[src/secant_quadratic_root_finder_defines.svh]
// assertion macros used by the root finder top level
`ifndef SECANT_QUADRATIC_ROOT_FINDER_DEFINES_SVH
`define SECANT_QUADRATIC_ROOT_FINDER_DEFINES_SVH

// same-cycle implication, checked on clk, off during reset
`define SQRF_ASSERT_SAME(label, ante, cons, msg) \
  label: assert property (@(posedge clk) disable iff (rst) (ante) |-> (cons)) \
    else $error(msg);

// next-cycle implication, checked on clk, off during reset
`define SQRF_ASSERT_NEXT(label, ante, cons, msg) \
  label: assert property (@(posedge clk) disable iff (rst) (ante) |=> (cons)) \
    else $error(msg);

`endif

[src/sqrf_pkg.sv]
package sqrf_pkg;

  localparam int WORD_BITS      = 32;
  localparam int FRACTION_BITS  = 16;
  localparam int TOL_BITS       = 16;
  localparam int LIMIT_BITS     = 8;
  localparam int STEP_BITS      = 8;
  localparam int STATUS_BITS    = 2;
  localparam int REG_INDEX_BITS = 3;
  localparam int APB_ADDR_BITS  = REG_INDEX_BITS + 2;
  localparam int APB_DATA_BITS  = 32;

  typedef logic signed [WORD_BITS-1:0] word_t;
  typedef logic [WORD_BITS-1:0]        mag_t;
  typedef logic [2*WORD_BITS-1:0]      prod_t;

  // saturation limits as magnitudes
  localparam mag_t POS_MAG = {1'b0, {(WORD_BITS-1){1'b1}}};
  localparam mag_t NEG_MAG = {1'b1, {(WORD_BITS-1){1'b0}}};

  // status codes
  localparam logic [STATUS_BITS-1:0] STATUS_CONVERGED = 2'd0;
  localparam logic [STATUS_BITS-1:0] STATUS_ZERO_DEN  = 2'd1;
  localparam logic [STATUS_BITS-1:0] STATUS_LIMIT     = 2'd2;
  localparam logic [STATUS_BITS-1:0] STATUS_OVERFLOW  = 2'd3;

  // register indexes
  localparam logic [REG_INDEX_BITS-1:0] REG_COEF_SQUARE     = 3'd0;
  localparam logic [REG_INDEX_BITS-1:0] REG_COEF_LINEAR     = 3'd1;
  localparam logic [REG_INDEX_BITS-1:0] REG_COEF_CONSTANT   = 3'd2;
  localparam logic [REG_INDEX_BITS-1:0] REG_REL_TOLERANCE   = 3'd3;
  localparam logic [REG_INDEX_BITS-1:0] REG_ITERATION_LIMIT = 3'd4;

  // register reset values
  localparam word_t COEF_SQUARE_RST   = WORD_BITS'(-(longint'(1) << FRACTION_BITS));
  localparam word_t COEF_LINEAR_RST   = WORD_BITS'(longint'(10) << FRACTION_BITS);
  localparam word_t COEF_CONSTANT_RST = WORD_BITS'(-(longint'(20) << FRACTION_BITS));
  localparam logic [TOL_BITS-1:0]   REL_TOLERANCE_RST   = 16'd66;
  localparam logic [LIMIT_BITS-1:0] ITERATION_LIMIT_RST = 8'd64;

  typedef struct packed {
    word_t first_guess;
    word_t second_guess;
  } in_t;

  typedef struct packed {
    word_t                  root;
    logic [STEP_BITS-1:0]   steps_taken;
    logic [STATUS_BITS-1:0] status;
  } out_t;

  typedef struct packed {
    word_t                 coef_square;
    word_t                 coef_linear;
    word_t                 coef_constant;
    logic [TOL_BITS-1:0]   rel_tolerance;
    logic [LIMIT_BITS-1:0] iteration_limit;
  } cfg_t;

  typedef struct packed {
    logic issue;
    mag_t op_a;
    mag_t op_b;
    logic neg;
  } mul_req_t;

  typedef struct packed {
    prod_t prod;
    word_t fx;
    logic  fx_sat;
  } mul_res_t;

  typedef struct packed {
    prod_t quot;
    logic  done;
  } div_res_t;

endpackage

[src/sqrf_regs.sv]
module sqrf_regs (
  input  logic                               clk,
  input  logic                               rst,
  input  logic                               psel,
  input  logic                               penable,
  input  logic                               pwrite,
  input  logic [sqrf_pkg::APB_ADDR_BITS-1:0] paddr,
  input  logic [sqrf_pkg::APB_DATA_BITS-1:0] pwdata,
  output logic [sqrf_pkg::APB_DATA_BITS-1:0] prdata,
  output logic                               pready,
  output sqrf_pkg::cfg_t                     cfg
);
  import sqrf_pkg::*;

  logic [REG_INDEX_BITS-1:0] idx;
  logic                      wr_en;

  assign pready = 1'b1;
  assign idx    = paddr[REG_INDEX_BITS+1:2];
  assign wr_en  = psel & penable & pwrite & pready;

  always_ff @(posedge clk) begin
    if (rst) begin
      cfg.coef_square     <= COEF_SQUARE_RST;
      cfg.coef_linear     <= COEF_LINEAR_RST;
      cfg.coef_constant   <= COEF_CONSTANT_RST;
      cfg.rel_tolerance   <= REL_TOLERANCE_RST;
      cfg.iteration_limit <= ITERATION_LIMIT_RST;
    end else if (wr_en) begin
      unique case (idx)
        REG_COEF_SQUARE:     cfg.coef_square     <= pwdata[WORD_BITS-1:0];
        REG_COEF_LINEAR:     cfg.coef_linear     <= pwdata[WORD_BITS-1:0];
        REG_COEF_CONSTANT:   cfg.coef_constant   <= pwdata[WORD_BITS-1:0];
        REG_REL_TOLERANCE:   cfg.rel_tolerance   <= pwdata[TOL_BITS-1:0];
        REG_ITERATION_LIMIT: cfg.iteration_limit <= pwdata[LIMIT_BITS-1:0];
        default: ;
      endcase
    end
  end

  always_comb begin
    unique case (idx)
      REG_COEF_SQUARE:     prdata = APB_DATA_BITS'(cfg.coef_square);
      REG_COEF_LINEAR:     prdata = APB_DATA_BITS'(cfg.coef_linear);
      REG_COEF_CONSTANT:   prdata = APB_DATA_BITS'(cfg.coef_constant);
      REG_REL_TOLERANCE:   prdata = APB_DATA_BITS'(cfg.rel_tolerance);
      REG_ITERATION_LIMIT: prdata = APB_DATA_BITS'(cfg.iteration_limit);
      default:             prdata = '0;
    endcase
  end

endmodule

[src/sqrf_mul.sv]
module sqrf_mul (
  input  logic               clk,
  input  sqrf_pkg::mul_req_t req,
  output sqrf_pkg::mul_res_t res
);
  import sqrf_pkg::*;

  localparam int SH_BITS = 2*WORD_BITS - FRACTION_BITS;

  prod_t              prod;
  logic               neg;
  logic [SH_BITS-1:0] shifted;
  mag_t               lim;
  logic               sat;
  mag_t               mag;
  word_t              fx_next;
  word_t              fx;
  logic               fx_sat;

  // stage one: raw magnitude product, held until the next issue
  always_ff @(posedge clk) begin
    if (req.issue) begin
      prod <= prod_t'(req.op_a) * prod_t'(req.op_b);
      neg  <= req.neg;
    end
  end

  // stage two: drop fraction bits, saturate, apply sign
  always_comb begin
    shifted = prod[2*WORD_BITS-1:FRACTION_BITS];
    lim     = neg ? NEG_MAG : POS_MAG;
    sat     = shifted > SH_BITS'(lim);
    mag     = sat ? lim : shifted[WORD_BITS-1:0];
    fx_next = neg ? word_t'(mag_t'(0) - mag) : word_t'(mag);
  end

  always_ff @(posedge clk) begin
    fx     <= fx_next;
    fx_sat <= sat;
  end

  assign res = {prod, fx, fx_sat};

endmodule

[src/sqrf_div.sv]
module sqrf_div (
  input  logic               clk,
  input  logic               rst,
  input  logic               start,
  input  sqrf_pkg::prod_t    numer,
  input  sqrf_pkg::mag_t     denom,
  output sqrf_pkg::div_res_t res
);
  import sqrf_pkg::*;

  localparam int QBITS    = 2*WORD_BITS;
  localparam int CNT_BITS = $clog2(QBITS + 1);

  prod_t               nq;
  mag_t                rem;
  mag_t                dsr;
  logic [CNT_BITS-1:0] cnt;
  logic                done;
  logic [WORD_BITS:0]  rem_sh;
  logic [WORD_BITS:0]  rem_sub;
  logic                ge;

  // restoring division, one quotient bit per cycle; dividend bits shift
  // out of the top of nq while quotient bits shift in at the bottom
  always_comb begin
    rem_sh  = {rem, nq[QBITS-1]};
    rem_sub = rem_sh - {1'b0, dsr};
    ge      = rem_sh >= {1'b0, dsr};
  end

  always_ff @(posedge clk) begin
    if (rst) begin
      cnt  <= '0;
      done <= 1'b0;
    end else begin
      done <= (cnt == CNT_BITS'(1));
      if (start) begin
        nq  <= numer;
        rem <= '0;
        dsr <= denom;
        cnt <= CNT_BITS'(QBITS);
      end else if (cnt != '0) begin
        nq  <= {nq[QBITS-2:0], ge};
        rem <= ge ? rem_sub[WORD_BITS-1:0] : rem_sh[WORD_BITS-1:0];
        cnt <= cnt - 1'b1;
      end
    end
  end

  assign res = {nq, done};

endmodule

[src/secant_quadratic_root_finder.sv]
// each secant step runs the polynomial on both points, then the divider, which yields one
//   quotient bit per cycle; a step that ends on a zero denominator stops before the divider
// throughput: one item at a time; busy is high from the start transfer to the result strobe
// the result shows for exactly one cycle with done; the receiver cannot stall
// reset (synchronous, rst high) idles the sequencer and restores the configuration registers
`include "secant_quadratic_root_finder_defines.svh"

module secant_quadratic_root_finder (
  input  logic                               clk,
  input  logic                               rst,
  input  logic                               start,
  input  sqrf_pkg::in_t                      request,
  output logic                               busy,
  output logic                               done,
  output sqrf_pkg::out_t                     result,
  input  logic                               psel,
  input  logic                               penable,
  input  logic                               pwrite,
  input  logic [sqrf_pkg::APB_ADDR_BITS-1:0] paddr,
  input  logic [sqrf_pkg::APB_DATA_BITS-1:0] pwdata,
  output logic [sqrf_pkg::APB_DATA_BITS-1:0] prdata,
  output logic                               pready
);
  import sqrf_pkg::*;

  localparam int W        = WORD_BITS;
  localparam int CMP_BITS = W + 1 + TOL_BITS;

  // sequencer states
  localparam logic [4:0] S_IDLE   = 5'd0;
  localparam logic [4:0] S_SQ_I   = 5'd1;   // issue x*x
  localparam logic [4:0] S_SQ_W   = 5'd2;
  localparam logic [4:0] S_SQ_D   = 5'd3;   // latch x^2
  localparam logic [4:0] S_A_I    = 5'd4;   // issue a*x^2
  localparam logic [4:0] S_A_W    = 5'd5;   // issue b*x behind it
  localparam logic [4:0] S_A_D    = 5'd6;   // latch a*x^2
  localparam logic [4:0] S_B_D    = 5'd7;   // add b*x, clamp
  localparam logic [4:0] S_C      = 5'd8;   // add c, clamp, store f
  localparam logic [4:0] S_DEN    = 5'd9;   // denominator and point difference
  localparam logic [4:0] S_NUM_I  = 5'd10;  // issue f(xa)*(xb-xa)
  localparam logic [4:0] S_DIV_GO = 5'd11;
  localparam logic [4:0] S_DIV_W  = 5'd12;
  localparam logic [4:0] S_QSAT   = 5'd13;  // saturate quotient, apply sign
  localparam logic [4:0] S_NEXT   = 5'd14;  // new point, issue tol*|xa|
  localparam logic [4:0] S_CHG    = 5'd15;  // |xa - new|
  localparam logic [4:0] S_CMP    = 5'd16;  // stopping test, shift points

  localparam word_t POS_WORD = word_t'(POS_MAG);
  localparam word_t NEG_WORD = word_t'(NEG_MAG);

  cfg_t     cfg;
  mul_req_t mreq;
  mul_res_t mres;
  div_res_t dres;
  logic     div_start;
  mag_t     div_den;

  logic [4:0]           state;
  logic                 sel;      // which point the polynomial pass works on
  word_t                xa;
  word_t                xb;
  word_t                fa;
  word_t                fb;
  word_t                sq;
  word_t                p1;
  word_t                t_sum;
  word_t                den;
  word_t                diff;
  word_t                q;
  word_t                xn;
  logic [W:0]           chg;
  logic [STEP_BITS-1:0] steps;
  logic                 sat_flag;

  word_t                x_sel;
  logic [W:0]           t_full;
  logic [W:0]           f_full;
  logic [W:0]           den_full;
  logic [W:0]           diff_full;
  logic [W:0]           xn_full;
  logic [W:0]           chg_full;
  logic [W:0]           chg_mag;
  word_t                den_word;
  logic                 den_zero;
  logic                 q_neg;
  mag_t                 q_lim;
  logic                 q_sat;
  mag_t                 q_mag;
  word_t                q_word;
  logic [CMP_BITS-1:0]  change_ext;
  logic [CMP_BITS-1:0]  bound_ext;
  logic                 moving;
  logic [STEP_BITS-1:0] steps_inc;

  function automatic mag_t mag_of(input word_t v);
    return v[W-1] ? mag_t'(0) - mag_t'(v) : mag_t'(v);
  endfunction

  // saturate a one-bit-grown sum back to the word
  function automatic word_t clamp_word(input logic [W:0] v);
    if (v[W] != v[W-1]) begin
      return v[W] ? NEG_WORD : POS_WORD;
    end
    return word_t'(v[W-1:0]);
  endfunction

  function automatic logic clamp_hit(input logic [W:0] v);
    return v[W] ^ v[W-1];
  endfunction

  sqrf_regs u_regs (
    .clk     (clk),
    .rst     (rst),
    .psel    (psel),
    .penable (penable),
    .pwrite  (pwrite),
    .paddr   (paddr),
    .pwdata  (pwdata),
    .prdata  (prdata),
    .pready  (pready),
    .cfg     (cfg)
  );

  // shared multiplier: the raw product is registered on issue, and the saturated
  // fixed-point product is registered in the cycle after it
  sqrf_mul u_mul (
    .clk (clk),
    .req (mreq),
    .res (mres)
  );

  sqrf_div u_div (
    .clk   (clk),
    .rst   (rst),
    .start (div_start),
    .numer (mres.prod),
    .denom (div_den),
    .res   (dres)
  );

  assign busy      = (state != S_IDLE);
  assign div_start = (state == S_DIV_GO);
  assign div_den   = mag_of(den);

  // multiplier operand selection per sequencer step
  always_comb begin
    mreq = '0;
    unique case (state)
      S_SQ_I: begin
        mreq.issue = 1'b1;
        mreq.op_a  = mag_of(x_sel);
        mreq.op_b  = mag_of(x_sel);
      end
      S_A_I: begin
        mreq.issue = 1'b1;
        mreq.op_a  = mag_of(cfg.coef_square);
        mreq.op_b  = mag_of(sq);
        mreq.neg   = cfg.coef_square[W-1] ^ sq[W-1];
      end
      S_A_W: begin
        mreq.issue = 1'b1;
        mreq.op_a  = mag_of(cfg.coef_linear);
        mreq.op_b  = mag_of(x_sel);
        mreq.neg   = cfg.coef_linear[W-1] ^ x_sel[W-1];
      end
      S_NUM_I: begin
        // exact numerator magnitude for the divider
        mreq.issue = 1'b1;
        mreq.op_a  = mag_of(fa);
        mreq.op_b  = mag_of(diff);
      end
      S_NEXT: begin
        // tolerance bound tol*|xa|, held in the product register
        mreq.issue = 1'b1;
        mreq.op_a  = mag_t'(cfg.rel_tolerance);
        mreq.op_b  = mag_of(xa);
      end
      default: ;
    endcase
  end

  always_comb begin
    x_sel     = sel ? xb : xa;
    t_full    = {p1[W-1], p1} + {mres.fx[W-1], mres.fx};
    f_full    = {t_sum[W-1], t_sum} + {cfg.coef_constant[W-1], cfg.coef_constant};
    den_full  = {fb[W-1], fb} - {fa[W-1], fa};
    diff_full = {xb[W-1], xb} - {xa[W-1], xa};
    xn_full   = {xa[W-1], xa} - {q[W-1], q};
    chg_full  = {xa[W-1], xa} - {xn[W-1], xn};
    chg_mag   = chg_full[W] ? {(W+1){1'b0}} - chg_full : chg_full;
    den_word  = clamp_word(den_full);
    den_zero  = (den_word == '0);
    // quotient sign from the three operand signs
    q_neg     = fa[W-1] ^ diff[W-1] ^ den[W-1];
    q_lim     = q_neg ? NEG_MAG : POS_MAG;
    q_sat     = dres.quot > prod_t'(q_lim);
    q_mag     = q_sat ? q_lim : dres.quot[W-1:0];
    q_word    = q_neg ? word_t'(mag_t'(0) - q_mag) : word_t'(q_mag);
    // relative test without division: |xa-new|*2^16 > tol*|xa|
    change_ext = {chg, {TOL_BITS{1'b0}}};
    bound_ext  = CMP_BITS'(mres.prod[W+TOL_BITS-1:0]);
    moving     = change_ext > bound_ext;
    steps_inc  = steps + 1'b1;
  end

  always_ff @(posedge clk) begin
    if (rst) begin
      state <= S_IDLE;
      done  <= 1'b0;
    end else begin
      done <= 1'b0;
      unique case (state)
        S_IDLE: begin
          if (start) begin
            xa       <= request.first_guess;
            xb       <= request.second_guess;
            sel      <= 1'b0;
            steps    <= '0;
            sat_flag <= 1'b0;
            state    <= S_SQ_I;
          end
        end
        S_SQ_I: state <= S_SQ_W;
        S_SQ_W: state <= S_SQ_D;
        S_SQ_D: begin
          sq       <= mres.fx;
          sat_flag <= sat_flag | mres.fx_sat;
          state    <= S_A_I;
        end
        S_A_I: state <= S_A_W;
        S_A_W: state <= S_A_D;
        S_A_D: begin
          p1       <= mres.fx;
          sat_flag <= sat_flag | mres.fx_sat;
          state    <= S_B_D;
        end
        S_B_D: begin
          t_sum    <= clamp_word(t_full);
          sat_flag <= sat_flag | mres.fx_sat | clamp_hit(t_full);
          state    <= S_C;
        end
        S_C: begin
          sat_flag <= sat_flag | clamp_hit(f_full);
          if (!sel) begin
            fa    <= clamp_word(f_full);
            sel   <= 1'b1;
            state <= S_SQ_I;
          end else begin
            fb    <= clamp_word(f_full);
            state <= S_DEN;
          end
        end
        S_DEN: begin
          steps <= steps_inc;
          den   <= den_word;
          diff  <= clamp_word(diff_full);
          if (den_zero) begin
            // flat secant: stop on the latest point
            result.root        <= xb;
            result.steps_taken <= steps_inc;
            result.status      <= STATUS_ZERO_DEN;
            done               <= 1'b1;
            state              <= S_IDLE;
          end else begin
            sat_flag <= sat_flag | clamp_hit(den_full) | clamp_hit(diff_full);
            state    <= S_NUM_I;
          end
        end
        S_NUM_I:  state <= S_DIV_GO;
        S_DIV_GO: state <= S_DIV_W;
        S_DIV_W: begin
          if (dres.done) begin
            state <= S_QSAT;
          end
        end
        S_QSAT: begin
          q        <= q_word;
          sat_flag <= sat_flag | q_sat;
          state    <= S_NEXT;
        end
        S_NEXT: begin
          xn       <= clamp_word(xn_full);
          sat_flag <= sat_flag | clamp_hit(xn_full);
          state    <= S_CHG;
        end
        S_CHG: begin
          chg   <= chg_mag;
          state <= S_CMP;
        end
        S_CMP: begin
          xa <= xb;
          xb <= xn;
          if (!moving) begin
            result.root        <= xn;
            result.steps_taken <= steps;
            result.status      <= sat_flag ? STATUS_OVERFLOW : STATUS_CONVERGED;
            done               <= 1'b1;
            state              <= S_IDLE;
          end else if (steps >= cfg.iteration_limit) begin
            // a limit of zero stops after the first step as well
            result.root        <= xn;
            result.steps_taken <= steps;
            result.status      <= sat_flag ? STATUS_OVERFLOW : STATUS_LIMIT;
            done               <= 1'b1;
            state              <= S_IDLE;
          end else begin
            sel   <= 1'b0;
            state <= S_SQ_I;
          end
        end
        default: state <= S_IDLE;
      endcase
    end
  end

  `SQRF_ASSERT_SAME(a_done_idle, done, !busy, "result strobe while still busy")
  `SQRF_ASSERT_NEXT(a_done_pulse, done, !done, "result strobe longer than one cycle")
  `SQRF_ASSERT_NEXT(a_start_busy, start && !busy, busy, "start transfer did not begin a run")
  `SQRF_ASSERT_SAME(a_steps_nonzero, done, result.steps_taken != '0, "result with no step")

endmodule
[config.mk]
export PLATFORM = sky130hd
export DESIGN_NAME = secant_quadratic_root_finder
export DESIGN_NICKNAME = d
export VERILOG_FILES = /design/src/sqrf_pkg.sv /design/src/sqrf_regs.sv /design/src/sqrf_mul.sv /design/src/sqrf_div.sv /design/src/secant_quadratic_root_finder.sv
export VERILOG_INCLUDE_DIRS = /design/src /design/src/src
export SDC_FILE = /design/constraint.sdc
export NUM_CORES = 2
export LEC_CHECK = 0
export BUFFER_PORTS_ARGS = -buffer_cell sky130_fd_sc_hd__buf_2
export CORE_MARGIN = 2
export CORE_UTILIZATION = 55
export DETAILED_ROUTE_END_ITERATION = 8
export GPL_TIMING_DRIVEN = 0
export PLACE_DENSITY = 0.71
export SYNTH_ARGS = -nofsm -noshare
export SYNTH_HDL_FRONTEND = slang
export SYNTH_SLANG_ARGS = --single-unit
[constraint.sdc]
create_clock -name clk -period 34.5 [get_ports clk]
set_clock_uncertainty 0.2 [all_clocks]
set_input_delay 5.175 -clock clk [delete_from_list [all_inputs] [get_ports clk]]
set_output_delay 5.175 -clock clk [all_outputs]
set_load 0.05 [all_outputs]
==> metrics <==
critical-path cell with the highest stage delay=clkbuf_1; per-cell via count in the routed design=6.328; initial antenna violation count=34; cell accounting for the most synthesized area=edfxtp_1; Worst Reg-to-Reg Cells=42; hold violation total from the final report=0; run status=finished with violations; register clock-pin slew on the reported worst setup and hold paths=0.06 ns; count of synthesis-stage warnings from yosys=0; Worst Hold Class=register to register; max-capacitance violation count=10; Finish-stage setup viols=0; ys async rst share=0%; worst hold path stage count=1; critical path startpoint category=register; basic-gate share of the synthesized area counting and, or, nand and nor cells=16.29%; setup bufs post-CTS=0; Post-CTS Hold Buffers=0; main flop type after synthesis=edfxtp_1; register area share after synthesis=25.90%; remaining max-slew budget at the tightest pin=-14.40%; Hold Path Sink=u_div.done; Post-synth EDFFs=630; starting utilization of the core area=55.22%; remaining routing DRC violations=0; maximum level of the CTS H-tree=3; Routed WL per cell=29.98 um; Reg-to-Reg Start=sel; area of the mapped netlist=0.08596 mm2; total nets after synthesis=11.25k; total wire length after detailed routing=364200 um; type of the setup path with the least slack=register to register; number of buffers inserted by port buffering=178; utilization after layout=60.24%; synthesized flop and latch total=797; number of sinks driven by the clock tree=797; detailed-route via count=76.87k; Design Power=4.999 mW; PnR worst setup slack=16.39 ns; required time at the endpoint of the critical path=34.73 ns; fraction of post-synthesis cell area in the top cell type by area=22.01%; leftover overflow at the end of global routing=0; # rows=145; critical path arrival=18.34 ns; fraction of layout instances using a drive strength above 1=5.378%; crit path capture type=register; number of nets in the finished design=11.60k; register-to-register setup slack=16.39 ns; global-route usage over all layers=45.36%; full die area=0.1595 mm2; number of buffers added by the clock tree synthesis step=92; post-cts gate resize count=0; worst-case clock buffer depth=3; compound-gate portion of the synthesized area=13.01%; clock period minus worst slack=18.11 ns; global-route wire length before repair=513400 um; pre-CTS setup slack=17.32 ns; final estimated routing congestion in global placement=1.155; fill count=13.79k; violations in the final reports=max-capacitance violations, max-slew violations; post-detailed-placement half-perimeter wirelength=302200 um; Pins Over Slew Limit=94; period utilisation layout=52.48%; main combinational cell family by area after synthesis=adder cells; hold slack final=0.2505 ns; vertical die dimension=399.3 um; cell with the most instances after synthesis=nand2_1; unrepaired setup endpoints after global routing=false; Worst-Skew Late Latency=0.72 ns; xor and xnor area share after synthesis=5.563%; share of synthesized area spent on multiplexers=1.378%; largest stage delay on the critical path=1.33 ns; library cells used by synthesis=92; Area contributors post-synth=edfxtp_1, fa_1, ha_1; synthesized instance count=9631; power density of the placed cells=53.31 mW/mm2; highest achievable clock rate=55.23 MHz; initial detailed-routing violation count=9633; CORE AREA=0.1557 mm2; leakage power total=41.57 nW; capture point of the worst reg-to-reg path=u_mul.prod[59]; maximum number of pins on one net before global-route repair=40; cell at the root of the clock tree=clkbuf_16; Die W=399.3 um; vias in the first global route=73.97k; adder-cell share of the synthesized area=30.09%; number of top-level design ports=184; critical path fanouts, max=10; transition time of the tightest slew-check pin=1.716 ns; Peak supply drop=0.00005278 V; CTS tree=done; area delta synth->final=9.092%; Initial DRT Pass Iterations=7; most numerous cell types in the synthesized netlist=nand2_1, inv_1, fa_1; total negative setup slack=0 ns; crit-path most repeated cell=fa_1; source of the worst hold timing path=u_div.cnt[6]; number of antenna-violating nets in the routed design=0; mean post-synth cell area=8.925 um2
[per-layer routing]
metal,share of wire [%],global-route usage [%],vias to the layer above
li1,-,-,32860
met1,37,57.28,37640
met2,41,64.84,5234
met3,14,18.36,1109
met4,7.1,26.79,24
met5,0.30,4.328,-
[cells by family after synthesis]
group / count (synthesis)
other: 1
AO/OA/AOI/OAI: 1740
buffers and inverters: 1768
flip-flops: 797
AND/OR/NAND/NOR: 3141
multiplexers: 108
adder cells (fa/ha/maj): 1530
XOR/XNOR: 546
[metrics by stage]
stage	area (um2)	std cells
floorplan	85960	9631
CTS	93690	12120
global placement	89420	11870
global route	93720	12130
finish	93770	12150
detailed placement	90570	11950
[area by class of cell]
class	count	area, um2	area share (%)
antenna	30	75.07	0.08006
buffer	436	1672	1.783
clock buffer	117	2552	2.722
clock inverter	53	571.8	0.6098
inverter	1332	5000	5.332
multi-input combinational	7066	57360	61.17
sequential	797	22260	23.74
tap	2058	2575	2.746
timing repair buffer	258	1707	1.820
[registers in the layout, summed over array words and instances (netlist names), 5 cells and up]
name	count
xa	32
chg	33
t_sum	32
state	5
result	42
xn	32
steps	8
den	32
u_regs.cfg	120
fa	32
diff	32
sq	32
u_div.dsr	32
fb	32
u_div.cnt	7
q	32
u_mul.fx	32
u_div.rem	32
u_mul.prod	64
p1	32
xb	32
u_div.nq	64
[cell usage in the layout (no fill, tap or decap), types with 25 or more instances in the layout]
cell       count
o21bai_1      51
xor2_1       229
a21o_1       192
o31ai_1       84
nand3b_1      45
o22ai_1       50
nor2b_1       60
clkbuf_16     98
o21a_1        50
a31oi_1       40
o21ai_0      381
fa_1         903
and2_1       115
a21oi_1      514
and3_1        42
nor4_1        50
inv_1       1325
buf_2        190
a211o_1       28
buf_4         48
nand3_1       89
nand4_1       60
nor3_1        80
edfxtp_1     630
ha_1         605
a211oi_1      50
diode_2       30
or3_1         69
nand2_1     1423
or4_1         60
nand2b_1      92
mux2i_1       97
clkbuf_1     408
o41ai_1       31
xnor2_1      316
nor2_1       855
dfxtp_1      167
buf_1         25
or2_2         25
[worst max path at each step]
stage	startpoint	endpoint	slack, ns	depth (start not counted)
floorplan	sel	u_mul.prod[59]	21.95	43
global placement	sel	u_mul.prod[59]	14.74	36
detailed placement	sel	u_mul.prod[59]	17.32	42
CTS	sel	u_mul.prod[59]	17.30	42
global route	sel	u_mul.prod[59]	16.50	42
finish	sel	u_mul.prod[59]	16.39	42
[report_power, final]
| group | internal (mW) | total [mW] | switching (mW) |
|---|---|---|---|
| Combinational | 0.816 | 2.59 | 1.77 |
| Clock | 0.595 | 1.03 | 0.437 |
| Sequential | 1.22 | 1.38 | 0.153 |
[critical path, delay by kind of cell (launching register included)]
kind                     cells  cell delay [ns]
XOR/XNOR                     1             0.61
flip-flops                   1             0.44
AO/OA/AOI/OAI               11             3.17
adder cells (fa/ha/maj)     10             5.40
buffers and inverters       13             5.34
AND/OR/NAND/NOR              6             1.62
multiplexers                 1             0.96
(Power assumes the default switching activity.)
